**src/sv/btda_pkg.sv**
```systemverilog
package btda_pkg;
  localparam int MAX_EXTENTS_DEF = 16;

  localparam logic ACT_LOAD    = 1'b0;
  localparam logic ACT_CONVERT = 1'b1;

  localparam logic [1:0] ST_OK          = 2'd0;
  localparam logic [1:0] ST_UNSUPPORTED = 2'd1;
  localparam logic [1:0] ST_NOT_FOUND   = 2'd2;

  localparam logic [1:0] CFG_BPT = 2'd0;
  localparam logic [1:0] CFG_DEV = 2'd1;
  localparam logic [1:0] CFG_CNT = 2'd2;

  typedef struct packed {
    logic [15:0] bin;
    logic [15:0] start_cyl;
    logic [15:0] start_track;
    logic [15:0] tracks;
  } extent_t;

  // record travelling down the extent chain
  typedef struct packed {
    logic        busy;
    logic        found;
    logic [7:0]  ext;
    logic [31:0] track;
    logic [15:0] bin;
    logic [15:0] cyl;
    logic [16:0] hh;
  } walk_t;

  function automatic logic [4:0] tracks_per_cyl(input logic [3:0] dev);
    logic [4:0] t;
    begin
      case (dev)
        4'd1:  t = 5'd10;
        4'd6:  t = 5'd8;
        4'd7:  t = 5'd8;
        4'd8:  t = 5'd20;
        4'd9:  t = 5'd19;
        4'd10: t = 5'd12;
        4'd11: t = 5'd30;
        4'd12: t = 5'd12;
        4'd13: t = 5'd19;
        4'd14: t = 5'd15;
        4'd15: t = 5'd15;
        default: t = 5'd0;
      endcase
      return t;
    end
  endfunction
endpackage

```
**src/sv/btda_cell.sv**
```systemverilog
// One extent: holds its entry and tests the walk record passing through.
module btda_cell import btda_pkg::*; #(
  parameter int IDX = 0
) (
  input  logic    clk,
  input  logic    rst_n,
  input  logic    ld,
  input  extent_t ld_ent,
  input  logic    active,
  input  walk_t   w_in,
  output walk_t   w_out
);
  extent_t ent_r;
  walk_t   w_r, w_nxt;

  always_ff @(posedge clk) begin
    if (ld) ent_r <= ld_ent;
  end

  always_comb begin
    w_nxt = w_in;
    if (w_in.busy && !w_in.found && active) begin
      if (w_in.track < {16'd0, ent_r.tracks}) begin
        w_nxt.found = 1'b1;
        w_nxt.ext   = 8'(IDX);
        w_nxt.bin   = ent_r.bin;
        w_nxt.cyl   = ent_r.start_cyl;
        w_nxt.hh    = {1'b0, ent_r.start_track} + w_in.track[16:0];
      end else begin
        w_nxt.track = w_in.track - {16'd0, ent_r.tracks};
      end
    end
  end

  always_ff @(posedge clk) begin
    if (!rst_n) w_r.busy <= 1'b0;
    else        w_r.busy <= w_nxt.busy;
    w_r.found <= w_nxt.found;
    w_r.ext   <= w_nxt.ext;
    w_r.track <= w_nxt.track;
    w_r.bin   <= w_nxt.bin;
    w_r.cyl   <= w_nxt.cyl;
    w_r.hh    <= w_nxt.hh;
  end
  assign w_out = w_r;
endmodule

```
**src/sv/block_to_disk_address.sv**
```systemverilog
// Channel | Direction | Transaction
// in_     | input     | load extent or convert block number
// out_    | output    | one address result per convert
// cfg_    | input     | register write (index, data)
// A convert divides the block number by blocks per track (restoring division), passes a
// walk record through the extent chain and divides the track sum by tracks per cylinder
// for the cylinder carry (no division with zero blocks per track, none of these steps for
// an unsupported device). A load writes its extent cell on acceptance. One item is in
// work at a time; in_ready is low meanwhile and returns in the cycle after the result is
// taken. A stalled result holds in the output register and blocks the next item.
// Reset (synchronous) clears control state and configuration; the extent table is not cleared.
module block_to_disk_address import btda_pkg::*; #(
  parameter int MAX_EXTENTS = MAX_EXTENTS_DEF
) (
  input  logic        clk,
  input  logic        rst_n,
  input  logic        in_valid,
  output logic        in_ready,
  input  logic        in_action,
  input  logic [3:0]  in_extent_index,
  input  logic [15:0] in_extent_bin,
  input  logic [15:0] in_extent_start_cyl,
  input  logic [15:0] in_extent_start_track,
  input  logic [15:0] in_extent_tracks,
  input  logic [31:0] in_block_number,
  output logic        out_valid,
  input  logic        out_ready,
  output logic [1:0]  out_status,
  output logic [3:0]  out_extent_number,
  output logic [15:0] out_bin_number,
  output logic [15:0] out_cylinder,
  output logic [15:0] out_head_track,
  output logic [7:0]  out_record_number,
  input  logic        cfg_valid,
  output logic        cfg_ready,
  input  logic [1:0]  cfg_index,
  input  logic [7:0]  cfg_data
);
  localparam int CW = $clog2(MAX_EXTENTS + 1);

  localparam logic [2:0] S_IDLE = 3'd0;
  localparam logic [2:0] S_DIV  = 3'd1;
  localparam logic [2:0] S_WALK = 3'd2;
  localparam logic [2:0] S_CARRY = 3'd3;
  localparam logic [2:0] S_OUT  = 3'd4;

  logic [7:0] bpt_r;
  logic [3:0] dev_r;
  logic [4:0] cnt_r;
  logic [2:0] st_r;
  logic [5:0] k_r;
  logic [31:0] q_r;
  logic [7:0]  rem_r;
  logic [7:0]  rec_r;
  walk_t       wl_r;
  logic [16:0] hh_r;
  logic [4:0]  hr_r;
  logic [15:0] cyl_r;
  logic [4:0]  tpc;

  assign cfg_ready = 1'b1;
  assign in_ready  = (st_r == S_IDLE);
  assign tpc       = tracks_per_cyl(dev_r);

  always_ff @(posedge clk) begin
    if (!rst_n) begin
      bpt_r <= '0; dev_r <= '0; cnt_r <= '0;
    end else if (cfg_valid) begin
      unique case (cfg_index)
        CFG_BPT: bpt_r <= cfg_data;
        CFG_DEV: dev_r <= cfg_data[3:0];
        CFG_CNT: cnt_r <= cfg_data[4:0];
        default: ;
      endcase
    end
  end

  // effective extent count, clamped to the table depth
  logic [CW-1:0] eff_cnt;
  always_comb begin
    if ({27'd0, cnt_r} > 32'(MAX_EXTENTS)) eff_cnt = CW'(MAX_EXTENTS);
    else eff_cnt = CW'(cnt_r);
  end

  // extent chain
  walk_t  w [MAX_EXTENTS+1];
  extent_t ld_ent;
  logic   acc;
  assign acc = in_valid && in_ready;
  assign ld_ent = '{in_extent_bin, in_extent_start_cyl, in_extent_start_track,
                    in_extent_tracks};
  assign w[0] = wl_r;

  for (genvar g = 0; g < MAX_EXTENTS; g++) begin : g_cell
    btda_cell #(.IDX(g)) u_cell (
      .clk(clk), .rst_n(rst_n),
      .ld(acc && (in_action == ACT_LOAD) && ({28'd0, in_extent_index} == 32'(g))),
      .ld_ent(ld_ent),
      .active(CW'(g) < eff_cnt),
      .w_in(w[g]), .w_out(w[g+1])
    );
  end

  // block number divider step
  logic [8:0] trial;
  assign trial = {rem_r, q_r[31]} - {1'b0, bpt_r};

  // cylinder carry divider step
  logic [5:0] ctrial;
  assign ctrial = {hr_r, hh_r[16]} - {1'b0, tpc};

  always_ff @(posedge clk) begin
    if (!rst_n) begin
      st_r <= S_IDLE; out_valid <= 1'b0; wl_r.busy <= 1'b0;
    end else begin
      unique case (st_r)
        S_IDLE: if (acc && (in_action == ACT_CONVERT)) begin
          q_r <= in_block_number; rem_r <= '0; k_r <= '0;
          if (tpc == 5'd0) begin
            out_status <= ST_UNSUPPORTED; out_extent_number <= '0;
            out_bin_number <= '0; out_cylinder <= '0; out_head_track <= '0;
            out_record_number <= '0; out_valid <= 1'b1; st_r <= S_OUT;
          end else st_r <= S_DIV;
        end
        S_DIV: begin
          if (bpt_r == 8'd0) begin
            rec_r <= 8'd1;
            wl_r <= '{1'b1, 1'b0, 8'd0, 32'd0, 16'd0, 16'd0, 17'd0};
            k_r <= '0; st_r <= S_WALK;
          end else begin
            if (!trial[8]) begin
              rem_r <= trial[7:0]; q_r <= {q_r[30:0], 1'b1};
            end else begin
              rem_r <= {rem_r[6:0], q_r[31]}; q_r <= {q_r[30:0], 1'b0};
            end
            k_r <= k_r + 6'd1;
            if (k_r == 6'd31) begin
              rec_r <= trial[8] ? {rem_r[6:0], q_r[31]} : trial[7:0];
              st_r <= S_WALK; k_r <= '0;
            end
          end
        end
        S_WALK: begin
          // launch pulse lasts one cycle
          if (wl_r.busy) wl_r.busy <= 1'b0;
          else if (k_r == 6'd0) begin
            if (bpt_r != 8'd0) begin
              rec_r <= rec_r + 8'd1;
              wl_r <= '{1'b1, 1'b0, 8'd0, q_r, 16'd0, 16'd0, 17'd0};
            end
            k_r <= 6'd1;
          end
          if (w[MAX_EXTENTS].busy) begin
            if (w[MAX_EXTENTS].found) begin
              hh_r <= w[MAX_EXTENTS].hh; cyl_r <= w[MAX_EXTENTS].cyl;
              hr_r <= '0; k_r <= '0;
              out_extent_number <= w[MAX_EXTENTS].ext[3:0];
              out_bin_number <= w[MAX_EXTENTS].bin;
              out_record_number <= rec_r; st_r <= S_CARRY;
            end else begin
              out_status <= ST_NOT_FOUND; out_extent_number <= '0;
              out_bin_number <= '0; out_cylinder <= '0; out_head_track <= '0;
              out_record_number <= '0; out_valid <= 1'b1; st_r <= S_OUT;
            end
          end
        end
        S_CARRY: begin
          // restoring division of the track sum by tracks per cylinder, 17 steps
          if (!ctrial[5]) begin
            hr_r <= ctrial[4:0]; hh_r <= {hh_r[15:0], 1'b1};
          end else begin
            hr_r <= {hr_r[3:0], hh_r[16]}; hh_r <= {hh_r[15:0], 1'b0};
          end
          k_r <= k_r + 6'd1;
          if (k_r == 6'd16) begin
            out_status <= ST_OK;
            out_cylinder <= cyl_r + {hh_r[14:0], ~ctrial[5]};
            out_head_track <= {11'd0, (ctrial[5] ? {hr_r[3:0], hh_r[16]} : ctrial[4:0])};
            out_valid <= 1'b1; st_r <= S_OUT;
          end
        end
        S_OUT: if (out_ready) begin
          out_valid <= 1'b0; st_r <= S_IDLE;
        end
        default: st_r <= S_IDLE;
      endcase
    end
  end
endmodule
```
**config.mk**
```make
export PLATFORM = sky130hd
export DESIGN_NAME = block_to_disk_address
export DESIGN_NICKNAME = d
export VERILOG_FILES = /design/src/sv/btda_pkg.sv /design/src/sv/btda_cell.sv /design/src/sv/block_to_disk_address.sv
export SDC_FILE = /design/constraint.sdc
export NUM_CORES = 2
export LEC_CHECK = 0
export BUFFER_PORTS_ARGS = -buffer_cell sky130_fd_sc_hd__buf_2
export CORE_ASPECT_RATIO = 0.8
export CORE_MARGIN = 5
export CORE_UTILIZATION = 57
export DETAILED_ROUTE_END_ITERATION = 12
export PLACE_DENSITY_LB_ADDON = 0.2
export RECOVER_POWER = 50
export SLEW_MARGIN = 30
export SYNTH_ARGS = -nofsm -noshare
export SYNTH_HDL_FRONTEND = slang
export SYNTH_SLANG_ARGS = --single-unit
```
**constraint.sdc**
```tcl
create_clock -name clk -period 5.7 [get_ports clk]
set_clock_uncertainty 0.1 [all_clocks]
set_input_delay 0.57 -clock clk [delete_from_list [all_inputs] [get_ports clk]]
set_output_delay 0.57 -clock clk [all_outputs]
set_load 0.05 [all_outputs]
```
Word-level counts from Yosys, hierarchy flattened
Memory sizes are Yosys's and may differ from the RTL's. A register that Yosys moved wholly into a read port is not among the register bits.
Index checks and enable logic that the tools add are counted.
- output and inout bits: 65
- register bits after elaboration: 2710
- word-level logic and storage cells: 550
- memories kept: 1
- bits in read-only memories: 80
- add/subtract/negate cells: 37
- reductions and logical operators: 95
- magnitude comparators: 33
- bitwise logic cells: 2
- equal/unequal tests: 36
- muxes and demuxes: 146
- memories (name ; words ; bits a word ; rd ports ; clocked after Yosys merged registers in ; wr ports ; RTL line ; text):
    (no name shown) ; 16 ; 5 ; 1 ; 1 ; 0 ; btda_pkg.sv:36 ; case (dev)
- operator list (cell ; count):
    $mux 90 ; 17
    $mux 49 ; 16
    $mux 32 ; 18
    $lt 32x16->1 ; 16
    $sub 32x16->32 ; 16
    $mux 91 ; 3
    $add 16x17->17 ; 16
    $pmux 91 s2 ; 1
    $mux 9 ; 16
    $mux 16 ; 8
    $mux 8 ; 12
    $pmux 16 s3 ; 2
    $pmux 32 s2 ; 1
    $logic_and 1x1->1 ; 51
    $pmux 8 s2 ; 3
    $mux 6 ; 7
    $lt 4x5->1 const A ; 8
    $mux 17 ; 2
    $pmux 17 s2 ; 1
    $eq 4x4->1 const B ; 8
    $pmux 16 s2 ; 1
    $mux 3 ; 8
    $mux 4 ; 6
    $pmux 6 s4 ; 1
    47 further kinds ; 111

Longest topological paths before layout
- depth in word-level cells: 6
- gate-level depth with buffers: 20

Cells and area by module
From an unflattened synthesis, not the netlist that was laid out.
- cell total of the unflattened synthesis: 9870
- area, all modules: 115378.2 um^2
- by module, submodules not included (module ; times used ; cells each ; area each (um^2)):
    btda_cell at g_cell[0].u_cell ... ; 3 ; 546 ; 6688.9
    btda_cell at g_cell[3].u_cell ... ; 3 ; 529 ; 6547.5
    btda_cell at g_cell[4].u_cell ... ; 2 ; 507 ; 6387.4
    block_to_disk_address ; 1 ; 931 ; 9974.6
    btda_cell at g_cell[14].u_cell ; 1 ; 561 ; 6720.2
    btda_cell at g_cell[13].u_cell ; 1 ; 568 ; 6628.9
    btda_cell at g_cell[15].u_cell ; 1 ; 534 ; 6620.1
    btda_cell at g_cell[9].u_cell ; 1 ; 614 ; 6608.8
    btda_cell at g_cell[1].u_cell ; 1 ; 634 ; 6606.3
    btda_cell at g_cell[12].u_cell ; 1 ; 633 ; 6581.3
    btda_cell at g_cell[2].u_cell ; 1 ; 627 ; 6580.1
    btda_cell at g_cell[8].u_cell ; 1 ; 529 ; 6573.8

Least setup slack after synthesis
OpenSTA, ideal clock, no wires.
- path kind: flip-flop to flip-flop
- from: reg st_r[0]
- to: reg g_cell[0].u_cell.ent_r[0] in the netlist's numbering, enable pin
- slack: -1.642 ns
- data required time: 5.035 ns
- library setup time: 0.565 ns
- arrival: 6.676 ns
- cell stages (with the launch flop): 6
- cell sequence: dfxtp_1 -> clkbuf_1 -> nor3_1 -> nand3b_1 -> or3_1 -> nor3_1
- longest elaborated chain between the ends: 4
- RTL lines (item ; RTL line ; text):
    from (decl) ; block_to_disk_address.sv:50 ; logic [2:0] st_r;
    from (signal assigned) ; block_to_disk_address.sv:114 ; st_r <= S_IDLE; out_valid <= 1'b0; wl_r.busy <= 1'b0;
    from (signal assigned) ; block_to_disk_address.sv:122 ; out_record_number <= '0; out_valid <= 1'b1; st_r <= S_OUT;
    from (signal assigned) ; block_to_disk_address.sv:123 ; end else st_r <= S_DIV;
    $logic_not 3->1 ; block_to_disk_address.sv:62 ; assign in_ready = (st_r == S_IDLE);
    net in_ready ; block_to_disk_address.sv:18 ; output logic in_ready,
    $logic_and 1x1->1 ; block_to_disk_address.sv:89 ; assign acc = in_valid && in_ready;
    $logic_and 1x1->1 (2 in series) ; block_to_disk_address.sv:97 ; .ld(acc && (in_action == ACT_LOAD) && ({28'd0, in_extent_index} == 32'(g))),
    net g_cell[0].u_cell.ld ; btda_cell.sv:7 ; input logic ld,
    to (signal assigned) ; btda_cell.sv:17 ; if (ld) ent_r <= ld_ent;
    to (decl) ; btda_cell.sv:13 ; extent_t ent_r;
The timed path passes the listed nets, and every way through them passes these cells.
A chain may end at the register's enable or synchronous reset.

Final worst setup path
- from: reg st_r[1]
- to: reg q_r[21], enable pin
- longest elaborated chain between the ends: 5
- elaborated cells on any way between the ends: 8
- classes of those cells: eq/ne: 3; reduce/logical: 5
- RTL lines (item ; RTL line ; text):
    $logic_not 3->1 ; block_to_disk_address.sv:62, block_to_disk_address.sv:116 ;
    $logic_and 1x1->1 ; block_to_disk_address.sv:89 ;
    $logic_and 1x1->1 ; block_to_disk_address.sv:117 ; S_IDLE: if (acc && (in_action == ACT_CONVERT)) begin
    $ne 2x1->1 (no source line) ; -- ;
    $reduce_and 4->1 (no source line) * ; -- ;
    to (signal assigned) ; block_to_disk_address.sv:132 ; rem_r <= trial[7:0]; q_r <= {q_r[30:0], 1'b1};
    to (signal assigned) ; block_to_disk_address.sv:134 ; rem_r <= {rem_r[6:0], q_r[31]}; q_r <= {q_r[30:0], 1'b0};
    to (decl) ; block_to_disk_address.sv:52 ; logic [31:0] q_r;
Mark *: on every way between the ends. The rest lies on a longest branch, timed or not.

==> run summary <==
Critical Path End Type: register
largest family of logic cells by synthesized area: simple AND/OR/NAND/NOR gates
clock buffer depth: 3
CTS root buffer: clkbuf_16
Worst EP required: 6.06 ns
Pins Over Slew Limit: 1,271
Post-Synth Simple-Gate Area: 0.1190
post-DP HPWL: 181,900 microns
GPL Wtd Cong: 0.8915
# IOs: 181
TritonRoute pass-1 iters: 6
largest net degree at the start of global routing: 69
status: complete, but fails checks
Core Area: 187,100 sq um
I/O Buffers: 168
H-tree Lvls: 4
non-filler instance count after layout: 12,140
fillcell total: 14,130
grt total ovfl: 0
initial core utilization: 0.5727
most crowded layer after global routing: met2
delay-heaviest family, CP: simple AND/OR/NAND/NOR gates
Hold Crit Start: cfg_data[0]
Netlist cell types: 86
CTS tree: done
Peak VDD IR: 0.2731 mV
crit-path max cell delay: 2.04 ns
CP max stage cell: or2_0
Seq/Total Area, Yosys: 0.5938
multi-input logic area: 41,270 sq um
clk sinks: 2,579
post-synthesis mux area share: 0.05544
vias in the first global route: 67,710
nets@finish: 10,080
fraction of registers with async set/reset: 0
DRT iter0 DRCs: 6,326
reg2reg start: st_r[1]
Final Cycle Share: 0.8293
Reg area: 63,630 sq um
R2R depth: 5
drt wl/cell: 21.65 microns
area grow syn2layout: 11.81%
Chip Width: 494.7 microns
Avg Vias per Cell: 5.709
number of instances resized during post-cts repair: 0
site row count: 142
Post-synth top flop: dfxtp_1
Worst-Skew Late Latency: 0.86 ns
Hold EP: cnt_r[0]
unrepaired setup endpoints after global routing: no
# DRC: 0
worst min path class: input pin to register
met1 Resource Use GR: 0.3796
max cap viols: 44
Die ar.: 196,800 sq um
Synth Register Bits: 2,579
Area after DPL: 111,300 sq um
P_leak: 48.49 nW
setup repair bufs after CTS: 0
post-layout util: 0.6403
crit-path cells: nand2b_1 -> or2_0 -> nor2_1 -> nor3_2 -> clkbuf_2
DRT antenna net count: 0
Cells on Worst Hold Path: 3
Fin Hold WS: 0.06078 ns
initial antenna violation count: 39
Buf+Inv Stages, Crit Path: 1
Slew @ Worst Pin: 2.824 ns
met2 usage: 0.4141
Synth Instances: 9,098
startpoint types: register
Post-Synth XOR/XNOR Area: 0.05215
Power Density: 333.5 nW/um^2
mapped cell area: 107,200 sq um
WP depth: 5
met3 usage in global routing: 0.04010
GRT Total Usage: 0.2629
internal reg-to-reg setup slack: 0.97 ns
CP Max Fanout: 41
yosys warns: 0
failing checks: capacitance limit, slew limit
Synth Area in Compound Gates: 0.08573
vias: 69,310
CP Class: register to register
Hold Violations, Final: 0
relative slew slack: -0.8828
worst endpoint data arrival time: 5.09 ns
Post-synth EDFFs: 1,199
chip height: 397.8 microns
CTS clk-pin slew, worst paths: 0.06 ns
dpl cells: 11,630
CTS Buf Count: 235
Routed WL: 262,800 microns
fin crit period: 4.727 ns
design area: 119,800 sq um
final setup violation count: 0
layout cells sized above 1: 0.1166
global-route wire length before repair: 401,700 microns
terminus of the critical flop-to-flop path: q_r[21]
setup TNS: 0 ns
Synth Area in Adders: 0.06974
Syn Area/Cell: 11.78 sq um
Max Freq: 211.5 MHz
final cells by class:
type                    count  share of cell area
clock buffers             313             0.05597
diodes                     17           0.0003551
repair buffers            287             0.01450
well taps                2520             0.02632
multi-input cells        5879              0.3445
flip-flops and latches   2579              0.5311
clock inverters           136             0.01444
inverters                 409             0.01281
report_power, final:
part	internal [mW]	switching, mW	leakage [nW]	total, mW
Sequential	19.9	0.333	22.3	20.2
Clock	9.74	7.08	4.13	16.8
Combinational	0.971	1.96	22.0	2.94
Total	30.6	9.38	48.5	40.0
Yosys cell counts, types with 65 or more instances:
library cell	n	share of area
and3_1	92	0.0054
nand2_1	1105	0.039
dfxtp_1	1380	0.26
o21a_1	94	0.0066
inv_1	409	0.014
xor2_1	360	0.029
clkbuf_1	199	0.0070
or3_1	89	0.0052
nor2b_1	103	0.0060
xnor2_1	278	0.023
mux2_2	451	0.047
nor2_1	406	0.014
o31ai_1	65	0.0046
nor4_1	88	0.0051
a21o_1	146	0.010
and2_1	119	0.0069
nor3_1	204	0.0095
o21ai_0	517	0.024
nand2b_1	130	0.0076
nand3_1	109	0.0051
ha_1	542	0.063
a21oi_1	313	0.015
edfxtp_1	1199	0.34
logic make-up (layout without fill, tap and decap cells):
family	count (synthesis)	count (layout)
AOI/OAI and AO/OA	1475	1475
DFF	2579	2579
xor gates and xnor gates	638	638
and+or+nand+nor	2659	2659
muxes	517	517
adders and majority gates	577	577
buffers and inverters	651	1145
other	2	30
through the flow:
| step | worst slack [ns] | total power, mW |
|---|---|---|
| after floorplan | 0.07655 | 22.50 |
| after global placement | 1.053 | 23.40 |
| after detailed placement | 1.172 | 23.51 |
| after CTS | 1.068 | 40.23 |
| after global routing | 0.5318 | 41.33 |
| final | 0.9729 | 39.96 |
registers in the layout, summed over array words and instances, names as in the netlist, 5 cells and up:
name                 cells
out_bin_number          16
out_record_number        8
cnt_r                    5
tpc                      5
g_cell.u_cell.w_out   1353
out_head_track           5
bpt_r                    8
rem_r                    8
w                       33
cyl_r                   16
hh_r                    17
g_cell.u_cell.ent_r   1024
rec_r                    8
out_cylinder            16
k_r                      6
q_r                     32
hr_r                     5
how the worst max path moves through the flow:
stage,endpoint,start
final,q_r[21],st_r[1]
after global routing,out_cylinder[14],tpc[1]
after CTS,out_cylinder[14],tpc[1]
after detailed placement,out_cylinder[14],tpc[1]
after global placement,out_cylinder[14],tpc[1]
after floorplan,g_cell[8].u_cell.ent_r[0],st_r[0]
placed cells by master (no fill, tap or decap), types with 103 or more instances in the layout:
cell type	n
a21o_1	146
clkbuf_16	243
nor3_1	200
inv_1	409
xnor2_1	277
xor2_1	360
ha_1	542
nand3_1	106
nand2_1	1105
mux2_2	451
nor2_1	392
edfxtp_1	1199
nand2b_1	129
nor2b_1	103
a21oi_1	313
o21ai_0	517
clkbuf_1	166
dfxtp_1	1380
timing repair:
action | 4_1_cts | 5_1_grt
hold endpoints to repair | 44 | 0
setup endpoints to repair | 0 | 0
hold buffers | 40 | 0
metal layers:
layer / routed length (microns) / part of all wire
met1: 117500 / 0.45
met2: 118600 / 0.45
met3: 18830 / 0.072
met4: 7845 / 0.030
met5: 13 / 0.000049
worst register-to-register path, stage by stage, from the launching register on:
cell and delay, ns:
dfxtp_1 0.47, nand2b_1 0.25, or2_0 2.04, nor2_1 0.27, nor3_2 0.21, clkbuf_2 0.92
(Power assumes the default switching activity.)
